### config.mk
export PLATFORM = sky130hd
export DESIGN_NAME = tccw_cfg
export DESIGN_NICKNAME = d
export VERILOG_FILES = /design/src/sv/text_console_cell_writer_assert.svh /design/src/sv/tccw_pkg.sv /design/src/sv/tccw_cfg.sv
export SDC_FILE = /design/constraint.sdc
export NUM_CORES = 1
export LEC_CHECK = 0
export BUFFER_PORTS_ARGS = -buffer_cell sky130_fd_sc_hd__buf_2
export CAP_MARGIN = 0
export CORE_MARGIN = 4
export CORE_UTILIZATION = 40
export CTS_CLUSTER_DIAMETER = 40
export DETAILED_ROUTE_END_ITERATION = 6
export PLACE_DENSITY = 0.75
export SLEW_MARGIN = 20
export SYNTH_ARGS = -nofsm -noshare
export SYNTH_HDL_FRONTEND = slang
export SYNTH_SLANG_ARGS = --single-unit
### constraint.sdc
create_clock -name clk -period 0.9 [get_ports clk]
set_input_delay 0.09 -clock clk [delete_from_list [all_inputs] [get_ports clk]]
set_output_delay 0.09 -clock clk [all_outputs]
set_load 0.02 [all_outputs]
### src/sv/text_console_cell_writer_assert.svh
// assertion macros for the text console cell writer
// expects clk and rst in the scope of use

`ifndef TEXT_CONSOLE_CELL_WRITER_ASSERT_SVH
`define TEXT_CONSOLE_CELL_WRITER_ASSERT_SVH

// property holds in the same cycle as the trigger
`define TCCW_ASSERT_SAME(label, trig, prop, msg) \
  label: assert property (@(posedge clk) disable iff (rst) (trig) |-> (prop)) \
    else $error(msg);

// property holds in the cycle after the trigger
`define TCCW_ASSERT_NEXT(label, trig, prop, msg) \
  label: assert property (@(posedge clk) disable iff (rst) (trig) |=> (prop)) \
    else $error(msg);

`endif

### src/sv/tccw_pkg.sv
// shared types and constants for the text console cell writer
// no dependencies
`timescale 1ns / 1ps

package tccw_pkg;

  localparam int DEF_COLUMNS = 80;
  localparam int DEF_ROWS    = 25;

  localparam int COL_W      = 7;
  localparam int ROW_W      = 5;
  localparam int CHAR_W     = 8;
  localparam int ATTR_W     = 8;
  localparam int CELL_W     = 16;
  localparam int CFG_IDX_W  = 3;
  localparam int CFG_DATA_W = 8;

  localparam logic [CHAR_W-1:0] CH_BS    = 8'd8;
  localparam logic [CHAR_W-1:0] CH_TAB   = 8'd9;
  localparam logic [CHAR_W-1:0] CH_LF    = 8'd10;
  localparam logic [CHAR_W-1:0] CH_CR    = 8'd13;
  localparam logic [CHAR_W-1:0] CH_BLANK = 8'h20;

  localparam logic [COL_W-1:0] COL_MAX  = 7'd127;
  localparam logic [COL_W:0]   TAB_STEP = 8'd4;
  localparam logic [COL_W:0]   TAB_MASK = ~8'd3;

  typedef enum logic [1:0] {
    REQ_PUT   = 2'd0,
    REQ_SET   = 2'd1,
    REQ_CLEAR = 2'd2,
    REQ_READ  = 2'd3
  } req_t;

  typedef enum logic [CFG_IDX_W-1:0] {
    CFG_FLOOR_EN   = 3'd0,
    CFG_FLOOR_COL  = 3'd1,
    CFG_FLOOR_ROW  = 3'd2,
    CFG_FILL_ATTR  = 3'd3,
    CFG_CR_FLOOR   = 3'd4
  } cfg_idx_t;

  typedef enum logic [2:0] {
    ST_INIT,
    ST_IDLE,
    ST_CALC,
    ST_TAB,
    ST_READ,
    ST_SCROLL,
    ST_CLEAR
  } state_t;

  typedef struct packed {
    req_t              req_type;
    logic [CHAR_W-1:0] char_code;
    logic [ATTR_W-1:0] char_attribute;
    logic [COL_W-1:0]  target_col;
    logic [ROW_W-1:0]  target_row;
  } in_item_t;

  typedef struct packed {
    logic [COL_W-1:0]  cursor_col;
    logic [ROW_W-1:0]  cursor_row;
    logic [CELL_W-1:0] cell_data;
    logic              scrolled;
  } out_item_t;

  typedef struct packed {
    logic              floor_enable;
    logic [COL_W-1:0]  floor_col;
    logic [ROW_W-1:0]  floor_row;
    logic [ATTR_W-1:0] fill_attribute;
    logic              cr_honours_floor;
  } cfg_t;

endpackage

### src/sv/tccw_cfg.sv
// configuration register bank for the text console cell writer
// depends on tccw_pkg
`timescale 1ns / 1ps

module tccw_cfg import tccw_pkg::*; (
  input  logic                  clk,
  input  logic                  rst,
  input  logic                  wr_en,
  input  logic [CFG_IDX_W-1:0]  index,
  input  logic [CFG_DATA_W-1:0] wdata,
  output cfg_t                  cfg
);

  always_ff @(posedge clk) begin
    if (rst) begin
      cfg.floor_enable     <= 1'b0;
      cfg.floor_col        <= '0;
      cfg.floor_row        <= '0;
      cfg.fill_attribute   <= 8'd7;
      cfg.cr_honours_floor <= 1'b0;
    end else if (wr_en) begin
      unique case (cfg_idx_t'(index))
        CFG_FLOOR_EN:  cfg.floor_enable     <= wdata[0];
        CFG_FLOOR_COL: cfg.floor_col        <= wdata[COL_W-1:0];
        CFG_FLOOR_ROW: cfg.floor_row        <= wdata[ROW_W-1:0];
        CFG_FILL_ATTR: cfg.fill_attribute   <= wdata[ATTR_W-1:0];
        CFG_CR_FLOOR:  cfg.cr_honours_floor <= wdata[0];
        default: ;
      endcase
    end
  end

endmodule

==> impl_metrics.tcl, run 1 <==
set metrics [dict create \
    cap_violations 0 \
    comb_power_share 0.117 \
    cp-start-kind "flip-flop" \
    synth_seq_cells 22 \
    avgSynthCellArea_um2 10.7 \
    syn_area_um2 951 \
    post_drt_via_cell_ratio 4.84 \
    first_iter_violations 11 \
    synth_area_leader_cell "dfxtp_1" \
    seqPwrFrac 0.503 \
    rows 17 \
    netSwitchingFraction 0.219 \
    antenna_found_initial 0 \
    route.detailed.drc 0 \
    multiInputGateArea_um2 478 \
    hold_buffers 0 \
    grt_pass1_wl_um 3590 \
    critPathMaxStageDelay_ns 0.37 \
    clockBufferDepth 2 \
    top_register "cfg" \
    cp.arrival_ns 0.81 \
    clkPwrFrac 0.380 \
    tritoncts "yes" \
    grt_max_degree 15 \
    routed_wl_um 2340 \
    p_leak_nw 0.648 \
    cts_sinks 22 \
    worstPathMaxFanout 2 \
    grt_pass1_vias 793 \
    cp_data_required_time_ns 0.81 \
    tightestPinTransition_ns 0.333 \
    busiest_layer "met2" \
    cts-root-buf "clkbuf_4" \
    final_max_slew_viol_count 0 \
    period_needed_ns 0.902 \
    ir_drop_uv 976 \
    critPathTopFamily "flip-flops" \
    htreeDepth 1 \
    reg_top3 "cfg x22" \
    place_area_mm2 0.00117 \
    power_density_mw_per_mm2 1410 \
    fin_total_pwr_mw 2.02 \
    status "finished with violations" \
    io_pins 36 \
    fp.dieH_um 56.8 \
    setup_viol 1 \
    yosys-top-cells-area "dfxtp_1 46%, mux2i_1 23%, nand2b_1 18%, and4bb_2 2.6%, nand4bb_1 2.4%" \
    core_mm2 0.00223 \
    vias 780 \
    syn2layout_area_growth_pct 50.3 \
    worst_skew_pair.late_latency_ns 0.32 \
    skew_ns 0 \
    slowest_stage "dfxtp_2" \
    drt_pre_antenna_iters 3 \
    setup.worst_path.end_class "primary output" \
    max_freq_ghz 1.11 \
    fp.dieArea_mm2 0.00322 \
    clk_pin_slew_ns 0.13 \
    path_buf_inv 1 \
    final_util 0.640 \
    cts_inserted_buffers 3 \
    grtUsageMet2 0.257 \
    ant_nets 0 \
    fill_cells 181 \
    wl_per_cell_um 14.5 \
    drive_gt1_frac 0.556 \
    synth_cells 89 \
    synth_top_cell_area_share 0.463 \
    grt_use_total 0.147 \
    start_util 0.426 \
    grt_setup_unrepaired "yes" \
    largest_register_ffs 22 \
    register_area_um2 468 \
    gp_congestion 0.640 \
    post-place-ws_ns -0.0340 \
    ys_seq_area_frac 0.463 \
    intPower_mw 1.58 \
    post-dp-hpwl_um 1540 \
    relSlewSlack 0.775 \
    final_hold_viol_count 0 \
    synth.distinct_cells 11 \
    die-width_um 56.8 \
    failed_checks "negative setup slack" \
    yosys_warnings 0 \
    hold_class "input pin to flip-flop" \
    use_met1 0.161 \
    fin_nets 148 \
    path_cells "buf_6" \
    final_design_area_no_fill_mm2 0.00143 \
    antenna_cells 0 \
    overflow 0 \
    min_period_over_period 1.00 \
    crit_type "flip-flop to primary output" \
    grt.met3_usage 0.0345 \
    power.switching_mw 0.441 \
    layout_setup_ws_ns -0.00175 \
    port_buffers 35 \
    synth_fp_nets 103 \
]
[through the flow]
| step | setup TNS, ns | hold slack (ns) | instances |
|---|---|---|---|
| after floorplan | 0 | 0.245 | 89 |
| final | -0.00175 | 0.0193 | 161 |
| after CTS | 0 | 0.0237 | 158 |
| after global routing | -0.368 | 0.0354 | 161 |
| after global placement | 0 | 0.359 | 152 |
| after detailed placement | -0.0954 | 0.373 | 152 |
[power by group through the flow]
stage | clock, mW | sequential (mW) | combinational (mW)
floorplan | 0 | 1.05 | 0.0928
global placement | 0 | 1.03 | 0.196
detailed placement | 0 | 1.03 | 0.203
CTS | 0.764 | 1.01 | 0.222
global route | 0.826 | 1.02 | 0.258
finish | 0.767 | 1.01 | 0.237
[placed cells by master (no fill, tap or decap), drive strengths merged]
cell type / synthesis / layout
mux2i: 22 / 22
bufinv: 0 / 1
clkbuf: 3 / 3
nand4bb: 2 / 2
and4b: 1 / 1
dfxtp: 22 / 22
nand2b: 27 / 27
nor4b: 1 / 1
and4bb: 2 / 2
nor2: 6 / 6
buf: 3 / 46
[logic make-up (layout without fill, tap and decap cells)]
logic type,Yosys count,in the layout,synth area share
buffers and inverters,6,50,0.0342
DFF,22,22,0.463
muxes,22,22,0.232
and+or+nand+nor,39,39,0.271
[synth_stat cells]
| cell | instances |
|---|---|
| and4bb_2 | 2 |
| nor4b_1 | 1 |
| and4b_1 | 1 |
| buf_6 | 1 |
| nor2_1 | 6 |
| mux2i_1 | 22 |
| dfxtp_1 | 22 |
| buf_2 | 2 |
| clkbuf_1 | 3 |
| nand2b_1 | 27 |
| nand4bb_1 | 2 |
[path summary, 6_finish.rpt]
check           start      end  slack [ns]  cells after the start
max reg2reg    cfg[1]   cfg[1]        0.14                      3
min reg2reg   cfg[15]  cfg[15]        0.49                      2
max           cfg[19]  cfg[19]      -0.002                      1
min          wdata[7]   cfg[8]        0.02                      3
[routing by layer]
layer / part of all wire / vias to the layer above
li1: - / 385
met1: 0.40 / 370
met2: 0.52 / 20
met3: 0.055 / 5
met4: 0.033 / 0
met5: 0 / -
[repair_timing]
item,CTS,global route
endpoints found under the setup margin,22,22
cloned,0,0
buffers inserted,2,3
gates resized for setup,43,23
[cell type report]
cell class                 count  share of cell area
sequential                    22               0.327
clock inverter                 1              0.0210
multi-input combinational     61               0.335
clock buffer                   3              0.0158
tap                           28              0.0245
timing repair buffer          46               0.277
Power figures use the tool's default switching activity.
==> run 2, diff against run 1 <==
Settings changed: RECOVER_POWER set to 25.
==> impl_metrics.tcl, run 2 (synthesis gave the netlist of run 1 again) <==
set metrics [dict create \
    path_cells "buf_6" \
    slowest_stage "dfxtp_2" \
    fp.dieH_um 56.8 \
    status "finished with violations" \
    core_mm2 0.00223 \
    failed_checks "negative setup slack" \
    grt_pass1_vias 793 \
    fin_nets 148 \
    critPathMaxStageDelay_ns 0.37 \
    antenna_cells 0 \
    cts-root-buf "clkbuf_4" \
    first_iter_violations 11 \
    cp.arrival_ns 0.81 \
    netSwitchingFraction 0.219 \
    cts_inserted_buffers 3 \
    top_register "cfg" \
    multiInputGateArea_um2 478 \
    layout_setup_ws_ns -0.00175 \
    final_util 0.639 \
    clkPwrFrac 0.380 \
    wl_per_cell_um 14.5 \
    gp_congestion 0.640 \
    reg2reg_from "cfg[1]" \
    path_buf_inv 1 \
    worstPathMaxFanout 2 \
    intPower_mw 1.58 \
    worst_skew_pair.late_latency_ns 0.32 \
    register_area_um2 467 \
    vias 780 \
    io_pins 36 \
    fill_cells 182 \
    cp-start-kind "flip-flop" \
    final_common_cell "nand2b_1" \
    antenna_found_initial 0 \
    clk_pin_slew_ns 0.13 \
    power_density_mw_per_mm2 1410 \
    tightestPinTransition_ns 0.333 \
    crit_start "cfg[19]" \
    dp.cells 152 \
    routed_wl_um 2340 \
    syn2layout_area_growth_pct 50.1 \
    cts_sinks 22 \
    post-dp-hpwl_um 1540 \
    htreeDepth 1 \
    port_buffers 35 \
    final_hold_viol_count 0 \
    grt_use_total 0.147 \
    setup.worst_path.end_class "primary output" \
    setup_viol 1 \
    tritoncts "yes" \
    period_needed_ns 0.902 \
    ant_nets 0 \
    reg_top3 "cfg x22" \
    largest_register_ffs 22 \
    fp.dieArea_mm2 0.00322 \
    grt_setup_unrepaired "yes" \
    hold_class "input pin to flip-flop" \
    crit_type "flip-flop to primary output" \
    post-place-ws_ns -0.0340 \
    start_util 0.426 \
    seqPwrFrac 0.503 \
    final_max_slew_viol_count 0 \
    drive_gt1_frac 0.549 \
    rows 17 \
    grt_max_degree 15 \
    holdWs_ns 0.0193 \
    layout_common_cells "27 x nand2b_1, 22 x mux2i_1, 22 x buf_6" \
    hp-start "wdata[7]" \
    grt_pass1_wl_um 3590 \
    route.detailed.drc 0 \
    clockBufferDepth 2 \
    min_period_over_period 1.00 \
    critPathTopFamily "flip-flops" \
    ir_drop_uv 976 \
    drt_pre_antenna_iters 3 \
    fin_cells 161 \
    post_drt_via_cell_ratio 4.84 \
    comb_power_share 0.117 \
    die-width_um 56.8 \
    skew_ns 0 \
    overflow 0 \
    p_leak_nw 0.647 \
    relSlewSlack 0.775 \
    cap_violations 0 \
    power.switching_mw 0.441 \
    cp_data_required_time_ns 0.81 \
    max_freq_ghz 1.11 \
]
[run 2: cell counts in the layout (fill, tap and decap cells not counted)]
No cell type changed its count.
[run 2: worst paths after layout]
check / end / slack (ns) / cells after the start
worst max-delay path: cfg[19] / -0.002 / 1
worst min register to register: cfg[15] / 0.49 / 2
worst min-delay path: cfg[8] / 0.02 / 3
worst max register to register: cfg[1] / 0.14 / 3
[run 2: power groups by stage]
stage	logic [mW]	clock network [mW]	registers [mW]
global route	0.257	0.826	1.02
detailed placement	0.203	0	1.03
floorplan	0.0928	0	1.05
CTS	0.222	0.764	1.01
finish	0.237	0.767	1.01
global placement	0.196	0	1.03
[run 2: repair_timing]
item,in CTS,in global routing
buffers inserted,2,3
hold buffers,0,0
resized for setup,43,23
setup endpoints to repair,22,22
[run 2: metrics by stage]
stage	power (mW)	area [um2]	TNS [ns]
floorplan	1.15	951	0
global placement	1.22	1170	0
detailed placement	1.23	1170	-0.0954
CTS	2.00	1340	0
global route	2.10	1430	-0.394
finish	2.02	1430	-0.00175
[run 2: final cells by class]
cell class,instances,share of cell area
well taps,28,0.0245
repair buffers,46,0.277
clock inverters,1,0.0210
flip-flops and latches,22,0.327
clock buffers,3,0.0158
multi-input cells,61,0.335
[run 2: layer usage]
| metal | track usage | wire length, um | vias to the layer above |
|---|---|---|---|
| met4 | 0.0795 | 76 | 0 |
| met2 | 0.257 | 1210 | 20 |
| met5 | 0 | 0 | - |
| li1 | - | - | 385 |
| met3 | 0.0345 | 129 | 5 |
| met1 | 0.161 | 924 | 370 |
