### config.mk
export PLATFORM = sky130hd
export DESIGN_NAME = tccw_ctrl
export DESIGN_NICKNAME = d
export VERILOG_FILES = /design/src/sv/text_console_cell_writer_assert.svh /design/src/sv/tccw_pkg.sv /design/src/sv/tccw_ctrl.sv
export SDC_FILE = /design/constraint.sdc
export NUM_CORES = 1
export LEC_CHECK = 0
export BUFFER_PORTS_ARGS = -buffer_cell sky130_fd_sc_hd__buf_2
export CORE_AREA = 8 8 129 160
export CTS_BUF_LIST = sky130_fd_sc_hd__clkbuf_16
export CTS_CLUSTER_DIAMETER = 60
export CTS_CLUSTER_SIZE = 28
export DETAILED_ROUTE_END_ITERATION = 10
export DIE_AREA = 0 0 137 168
export PLACE_DENSITY = 0.67
export SLEW_MARGIN = 15
export SYNTH_ARGS = -nofsm -noshare
export SYNTH_HDL_FRONTEND = slang
export SYNTH_SLANG_ARGS = --single-unit
### constraint.sdc
create_clock -name clk -period 10.1 [get_ports clk]
set_input_delay 1.01 -clock clk [delete_from_list [all_inputs] [get_ports clk]]
set_output_delay 1.01 -clock clk [all_outputs]
set_load 0.005 [all_outputs]
### src/sv/text_console_cell_writer_assert.svh
// assertion macros for the text console cell writer
// expects clk and rst in the scope of use

`ifndef TEXT_CONSOLE_CELL_WRITER_ASSERT_SVH
`define TEXT_CONSOLE_CELL_WRITER_ASSERT_SVH

// property holds in the same cycle as the trigger
`define TCCW_ASSERT_SAME(label, trig, prop, msg) \
  label: assert property (@(posedge clk) disable iff (rst) (trig) |-> (prop)) \
    else $error(msg);

// property holds in the cycle after the trigger
`define TCCW_ASSERT_NEXT(label, trig, prop, msg) \
  label: assert property (@(posedge clk) disable iff (rst) (trig) |=> (prop)) \
    else $error(msg);

`endif

### src/sv/tccw_pkg.sv
// shared types and constants for the text console cell writer
// no dependencies
`timescale 1ns / 1ps

package tccw_pkg;

  localparam int DEF_COLUMNS = 80;
  localparam int DEF_ROWS    = 25;

  localparam int COL_W      = 7;
  localparam int ROW_W      = 5;
  localparam int CHAR_W     = 8;
  localparam int ATTR_W     = 8;
  localparam int CELL_W     = 16;
  localparam int CFG_IDX_W  = 3;
  localparam int CFG_DATA_W = 8;

  localparam logic [CHAR_W-1:0] CH_BS    = 8'd8;
  localparam logic [CHAR_W-1:0] CH_TAB   = 8'd9;
  localparam logic [CHAR_W-1:0] CH_LF    = 8'd10;
  localparam logic [CHAR_W-1:0] CH_CR    = 8'd13;
  localparam logic [CHAR_W-1:0] CH_BLANK = 8'h20;

  localparam logic [COL_W-1:0] COL_MAX  = 7'd127;
  localparam logic [COL_W:0]   TAB_STEP = 8'd4;
  localparam logic [COL_W:0]   TAB_MASK = ~8'd3;

  typedef enum logic [1:0] {
    REQ_PUT   = 2'd0,
    REQ_SET   = 2'd1,
    REQ_CLEAR = 2'd2,
    REQ_READ  = 2'd3
  } req_t;

  typedef enum logic [CFG_IDX_W-1:0] {
    CFG_FLOOR_EN   = 3'd0,
    CFG_FLOOR_COL  = 3'd1,
    CFG_FLOOR_ROW  = 3'd2,
    CFG_FILL_ATTR  = 3'd3,
    CFG_CR_FLOOR   = 3'd4
  } cfg_idx_t;

  typedef enum logic [2:0] {
    ST_INIT,
    ST_IDLE,
    ST_CALC,
    ST_TAB,
    ST_READ,
    ST_SCROLL,
    ST_CLEAR
  } state_t;

  typedef struct packed {
    req_t              req_type;
    logic [CHAR_W-1:0] char_code;
    logic [ATTR_W-1:0] char_attribute;
    logic [COL_W-1:0]  target_col;
    logic [ROW_W-1:0]  target_row;
  } in_item_t;

  typedef struct packed {
    logic [COL_W-1:0]  cursor_col;
    logic [ROW_W-1:0]  cursor_row;
    logic [CELL_W-1:0] cell_data;
    logic              scrolled;
  } out_item_t;

  typedef struct packed {
    logic              floor_enable;
    logic [COL_W-1:0]  floor_col;
    logic [ROW_W-1:0]  floor_row;
    logic [ATTR_W-1:0] fill_attribute;
    logic              cr_honours_floor;
  } cfg_t;

endpackage

### src/sv/tccw_ctrl.sv
// request sequencer: cursor, row rotation, cell writes and cell reads of the cell ram
// depends on tccw_pkg; drives one tccw_ram instance
`timescale 1ns / 1ps

module tccw_ctrl import tccw_pkg::*; #(
  parameter int COLUMNS = DEF_COLUMNS,
  parameter int ROWS    = DEF_ROWS,
  localparam int TOTAL  = COLUMNS * ROWS,
  localparam int AW     = $clog2(TOTAL)
) (
  input  logic              clk,
  input  logic              rst,
  input  logic              start,
  output logic              busy,
  input  in_item_t          req,
  input  cfg_t              cfg,
  output logic              done,
  output out_item_t         result,
  output logic              mem_we,
  output logic [AW-1:0]     mem_waddr,
  output logic [CELL_W-1:0] mem_wdata,
  output logic              mem_re,
  output logic [AW-1:0]     mem_raddr,
  input  logic [CELL_W-1:0] mem_rdata
);

  localparam int ROW_W1 = ROW_W + 1;

  state_t            state, state_next;
  in_item_t          req_q;
  logic [COL_W-1:0]  col, col_next;
  logic [ROW_W-1:0]  row, row_next;
  logic [ROW_W-1:0]  top, top_next;
  logic [AW-1:0]     sweep, sweep_next;
  logic [AW-1:0]     base, base_next;
  logic [COL_W-1:0]  tab_end, tab_end_next;
  logic [CELL_W-1:0] cell_q, cell_next;
  logic              scrolled_q, scrolled_next;
  logic              done_next;

  // decode
  logic              floor_hold;
  logic [COL_W:0]    col_inc;
  logic              col_wrap;
  logic [COL_W:0]    tab_sum;
  logic [COL_W-1:0]  tab_target;
  logic              row_last;
  logic [ROW_W-1:0]  top_wrap;
  logic              tcol_ok, trow_ok, rd_ok;
  logic              adv_line;
  logic              bs_move;
  logic              tab_last;
  logic              last_row_cell, last_cell;
  logic [COL_W-1:0]  acol;
  logic [ROW_W-1:0]  arow;
  logic [ROW_W:0]    psum;
  logic [ROW_W-1:0]  prow;
  logic [AW-1:0]     addr;
  logic              acol_on;

  always_comb begin
    floor_hold = cfg.floor_enable &&
                 ((row < cfg.floor_row) || (row == cfg.floor_row && col <= cfg.floor_col));
    col_inc    = {1'b0, col} + TAB_STEP[COL_W:0] - 8'd3;
    col_wrap   = col_inc >= (COL_W + 1)'(COLUMNS);
    tab_sum    = ({1'b0, col} + TAB_STEP) & TAB_MASK;
    tab_target = (tab_sum > {1'b0, COL_MAX}) ? COL_MAX : tab_sum[COL_W-1:0];
    row_last   = row == ROW_W'(ROWS - 1);
    top_wrap   = (top == ROW_W'(ROWS - 1)) ? '0 : top + ROW_W'(1);
    tcol_ok    = req_q.target_col < COL_W'(COLUMNS);
    trow_ok    = req_q.target_row < ROW_W'(ROWS);
    rd_ok      = tcol_ok && trow_ok;
    bs_move    = !floor_hold && (col != '0);
    tab_last   = col_inc[COL_W-1:0] == tab_end;
    // line feed, or any byte other than CR, tab and backspace that runs off the right edge
    case (req_q.char_code)
      CH_LF:                 adv_line = 1'b1;
      CH_CR, CH_TAB, CH_BS:  adv_line = 1'b0;
      default:               adv_line = col_wrap;
    endcase
    last_row_cell = sweep == AW'(COLUMNS - 1);
    last_cell     = sweep == AW'(TOTAL - 1);

    acol = col;
    arow = row;
    if (state == ST_CALC && req_q.req_type == REQ_READ) begin
      acol = req_q.target_col;
      arow = req_q.target_row;
    end else if (state == ST_CALC && req_q.char_code == CH_BS) begin
      acol = col - COL_W'(1);
    end
    // logical row to physical row through the rotating top pointer
    psum    = {1'b0, arow} + {1'b0, top};
    prow    = (psum >= ROW_W1'(ROWS)) ? ROW_W'(psum - ROW_W1'(ROWS)) : psum[ROW_W-1:0];
    addr    = AW'(prow) * AW'(COLUMNS) + AW'(acol);
    acol_on = acol < COL_W'(COLUMNS);
  end

  // next state
  always_comb begin
    state_next = state;
    unique case (state)
      ST_INIT:   if (last_cell) state_next = ST_IDLE;
      ST_IDLE:   if (start) state_next = ST_CALC;
      ST_CALC: begin
        case (req_q.req_type)
          REQ_PUT: begin
            if (req_q.char_code == CH_TAB && tab_target != col) begin
              state_next = ST_TAB;
            end else if (adv_line && row_last) begin
              state_next = ST_SCROLL;
            end else begin
              state_next = ST_IDLE;
            end
          end
          REQ_SET:   state_next = ST_IDLE;
          REQ_CLEAR: state_next = ST_CLEAR;
          default:   state_next = rd_ok ? ST_READ : ST_IDLE;
        endcase
      end
      ST_TAB:    if (tab_last) state_next = ST_IDLE;
      ST_READ:   state_next = ST_IDLE;
      ST_SCROLL: if (last_row_cell) state_next = ST_IDLE;
      ST_CLEAR:  if (last_cell) state_next = ST_IDLE;
      default:   state_next = ST_IDLE;
    endcase
  end

  // datapath and memory port
  always_comb begin
    col_next      = col;
    row_next      = row;
    top_next      = top;
    sweep_next    = sweep;
    base_next     = base;
    tab_end_next  = tab_end;
    cell_next     = cell_q;
    scrolled_next = scrolled_q;
    done_next     = 1'b0;
    mem_we        = 1'b0;
    mem_waddr     = addr;
    mem_wdata     = {req_q.char_attribute, CH_BLANK};
    mem_re        = 1'b0;
    mem_raddr     = addr;

    unique case (state)
      ST_INIT: begin
        mem_we     = 1'b1;
        mem_waddr  = sweep;
        mem_wdata  = '0;
        sweep_next = last_cell ? '0 : sweep + AW'(1);
      end
      ST_IDLE: ;
      ST_CALC: begin
        cell_next     = '0;
        scrolled_next = 1'b0;
        sweep_next    = '0;
        case (req_q.req_type)
          REQ_PUT: begin
            case (req_q.char_code)
              CH_LF: col_next = '0;
              CH_CR: begin
                if (!(cfg.cr_honours_floor && floor_hold)) col_next = '0;
              end
              CH_TAB: tab_end_next = tab_target;
              CH_BS: begin
                if (bs_move) begin
                  col_next = acol;
                  mem_we   = acol_on;
                end
              end
              default: begin
                mem_we    = acol_on;
                mem_wdata = {req_q.char_attribute, req_q.char_code};
                col_next  = col_wrap ? '0 : col_inc[COL_W-1:0];
              end
            endcase
            if (adv_line && row_last) begin
              // bottom row: rotate, then blank the row that becomes the new bottom
              top_next  = top_wrap;
              base_next = AW'(top) * AW'(COLUMNS);
            end else begin
              if (adv_line) row_next = row + ROW_W'(1);
              done_next = !(req_q.char_code == CH_TAB && tab_target != col);
            end
          end
          REQ_SET: begin
            if (tcol_ok) col_next = req_q.target_col;
            if (trow_ok) row_next = req_q.target_row;
            done_next = 1'b1;
          end
          REQ_CLEAR: begin
            col_next = '0;
            row_next = '0;
            top_next = '0;
          end
          default: begin
            mem_re    = rd_ok;
            done_next = !rd_ok;
          end
        endcase
      end
      ST_TAB: begin
        mem_we    = acol_on;
        col_next  = col_inc[COL_W-1:0];
        done_next = tab_last;
      end
      ST_READ: begin
        cell_next = mem_rdata;
        done_next = 1'b1;
      end
      ST_SCROLL: begin
        mem_we     = 1'b1;
        mem_waddr  = base + sweep;
        mem_wdata  = {cfg.fill_attribute, CH_BLANK};
        sweep_next = sweep + AW'(1);
        if (last_row_cell) begin
          done_next     = 1'b1;
          scrolled_next = 1'b1;
        end
      end
      ST_CLEAR: begin
        mem_we     = 1'b1;
        mem_waddr  = sweep;
        mem_wdata  = {cfg.fill_attribute, CH_BLANK};
        sweep_next = sweep + AW'(1);
        done_next  = last_cell;
      end
      default: ;
    endcase
  end

  always_ff @(posedge clk) begin
    if (rst) begin
      state <= ST_INIT;
      col   <= '0;
      row   <= '0;
      top   <= '0;
      sweep <= '0;
      done  <= 1'b0;
    end else begin
      state <= state_next;
      col   <= col_next;
      row   <= row_next;
      top   <= top_next;
      sweep <= sweep_next;
      done  <= done_next;
    end
  end

  always_ff @(posedge clk) begin
    if (state == ST_IDLE && start) begin
      req_q <= req;
    end
    base       <= base_next;
    tab_end    <= tab_end_next;
    cell_q     <= cell_next;
    scrolled_q <= scrolled_next;
  end

  assign busy              = state != ST_IDLE;
  assign result.cursor_col = col;
  assign result.cursor_row = row;
  assign result.cell_data  = cell_q;
  assign result.scrolled   = scrolled_q;

endmodule

==> flow_summary.toml <==
[routing]
vias_per_cell = 5.67
drt_iter0_markers = 491
drc_errors = 0
wl_per_cell_microns = 18.3
totalWireLength_microns = 21200
first_pass_iters = 5
routed-via-count = 6540
detail-route-antenna-nets = 0

[floorplanning]
num_io_pins = 142
core_sq_mm = 0.0180
initial_core_util_pct = 40.3
dieArea_sq_mm = 0.0230
die_h_microns = 168
rows = 55
die_w_microns = 137

[grt]
grt_pass1_wl_microns = 33200
grt_pass1_vias = 6276
grt_usage_pct = 18.1
grt-ovfl-total = 0
antenna_found_initial = 0
grt_max_degree = 37

[clock_network]
clock-root-buffer = "clkbuf_16"
ctsHoldBuffers = 0
cts_tree = "done"
clockBufferDepth = 2
path_clk_slew_ns = 0.07
post_cts_resized = 0
postCtsSetupBuffers = 0
numCtsBuffers = 9
numClockSinks = 92
clock_latency_ns = 0.36
htree_levels = 3

[sta]
drv_slew = 0
max_freq_mhz = 131
setup_ws_ns = 2.48
finalCriticalPeriod_ns = 7.62
setup-tns-final_ns = 0
fin_skew_ns = 0.00926
final-hold-violation-count = 0
slew_headroom_pct = 30.0
rsz0062_at_grt = "false"
period_share_pct = 75.5
tightestPinTransition_ns = 1.05
setup_viol = 0
hold_ws_ns = 0.567

[placed_design]
io_buffers = 141
place_ws_ns = 2.81
hpwlAfterDp_microns = 16500
routabilityCongestion = 0.946
place_area_sq_mm = 0.00811
dpl.cell_count = 1138

[outcome]
status = "completed"

[final_layout]
final_util_pct = 46.7
syn2layout_area_growth_pct = 16.0
instances_no_fill = 1154
fin_nets = 1053
design_area_sq_mm = 0.00842
antennaDiodeCount = 0
drive_gt1_share_pct = 20.7

[logic_synthesis]
synth_ff_type = "edfxtp_1"
syn_area_per_cell_sq_um = 9.03
ys_top_cells_by_count = "68 x nor2_1, 60 x edfxtp_1, 57 x nand2_1, 56 x ha_1, 50 x a21oi_1"
synth_edf_count = 60
syn_inst = 804
yosys.area.top_type = "edfxtp_1"
syn_nets = 936
ys_ff_latch = 92
ys_types = 87
yosysMostFrequentCell = "nor2_1"
syn_area_sq_mm = 0.00726
synth_area_leaders = "edfxtp_1 25%, ha_1 9.7%, dfxtp_1 8.8%, nor2_1 3.5%, a21oi_1 3.4%"
ys_seq_area_share_pct = 33.6
synthDominantCellAreaShare_pct = 24.8
async_flop_share_pct = 0
yosysWarningCount = 0

[setup_path]
crit_type = "flip-flop to output port"
worstPathRequired_ns = 9.09
start_kind = "flip-flop"
arrival_ns = 6.61
endpoint_kind = "output port"
r2r_slack_ns = 6.15
cp_max_fo = 23

[pwr]
power_density_mw_per_mm2 = 181
power_leakage_nw = 3.68
ir_worst_vdd_mv = 0.104
report.power.total_mw = 1.52

[worst_hold_path]
hold_path.class = "flip-flop to flip-flop"

[run]
cap_violations = 0
==> power breakdown <==
group | internal [mW] | switching [mW] | leakage, nW
combinational | 0.275 | 0.379 | 2.72
clock | 0.177 | 0.170 | 0.149
sequential | 0.456 | 0.0653 | 0.810
total | 0.908 | 0.615 | 3.68
==> metal layers <==
metal / part of all wire (%) / GRT usage [%] / wire [microns] / up-vias
li1: - / - / - / 3217
met1: 41 / 21.7 / 8690 / 3077
met2: 52 / 31.6 / 10900 / 214
met3: 4.9 / 2.95 / 1040 / 32
met4: 2.3 / 6.72 / 495 / 0
met5: 0 / 0 / 0 / -
==> cell usage in the layout, fill, tap and decap left out, types with 6 or more instances in the layout <==
master     instances
inv_1             46
nand2_1           57
and2_1            30
o31ai_1            8
or3_1             13
o211ai_1           6
clkbuf_16          9
ha_1              56
xor2_1            14
nor2b_1           12
xnor2_1           23
buf_2            141
edfxtp_1          60
buf_4              7
mux2_2             7
mux2i_1           10
a31oi_1           10
nand3_1           19
nand2b_1           7
a311oi_1           6
a21oi_1           50
a221oi_1           8
a211oi_1          14
and3_1            12
o21ai_0           35
nor3_1            19
dfxtp_1           32
nor2_1            68
nand4_1            9
a21o_1             9
==> logic make-up (layout without fill, tap and decap cells) <==
kind of cell / Yosys count / after routing / synth area share [%]
buffers and inverters: 91 / 213 / 5.19
multiplexers: 17 / 17 / 2.46
flip-flops: 92 / 92 / 33.6
adder cells (fa/ha/maj): 61 / 61 / 11.0
AND/OR/NAND/NOR: 285 / 285 / 21.2
AO/OA/AOI/OAI: 215 / 215 / 20.3
XOR/XNOR: 43 / 43 / 6.17
==> worst paths after layout <==
| path | start | end | depth (start not counted) |
|---|---|---|---|
| max | state[1]$_SDFFE_PP0P_ | mem_waddr[10] | 24 |
| min | row[0]$_SDFFE_PP0P_ | row[0]$_SDFFE_PP0P_ | 2 |
| max reg2reg | col[2]$_SDFFE_PP0P_ | base[6]$_DFFE_PP_ | 6 |
| min reg2reg | row[0]$_SDFFE_PP0P_ | row[0]$_SDFFE_PP0P_ | 2 |
==> area by class of cell <==
class	instances	area (sq um)
inverter	49	184
multi-input combinational	621	4450
tap	228	285
clock inverter	7	76.3
clock buffer	9	225
sequential	92	2440
timing repair buffer	148	758
fill	1802	9610
==> worst max-delay path: stages, from the launching register on <==
cell and delay (ns):
dfxtp_1 0.60, buf_4 0.34, nor3b_1 0.25, and2_1 0.44, nand2_1 0.09, o21ai_0 0.09, ha_1 0.19, inv_1 0.05
fa_1 0.39, xor2_1 0.29, nand2_1 0.14, o211ai_1 0.16, and3b_1 0.27, mux2i_1 0.38, ha_1 0.31, ha_1 0.23
fa_1 0.48, nand2_1 0.09, o21bai_1 0.15, mux2_2 0.36, a2bb2oi_1 0.16, xnor2_1 0.32, o211ai_1 0.12, a21oi_1 0.20
buf_2 0.15
==> state kept, by name, indices dropped and copies added, names as in the netlist <==
signal,cells
tab_end,6
top,5
sweep,11
done,1
row,5
scrolled_q,1
cell_q,16
base,7
col,7
state,3
req_q,30
Power figures use the tool's default switching activity.
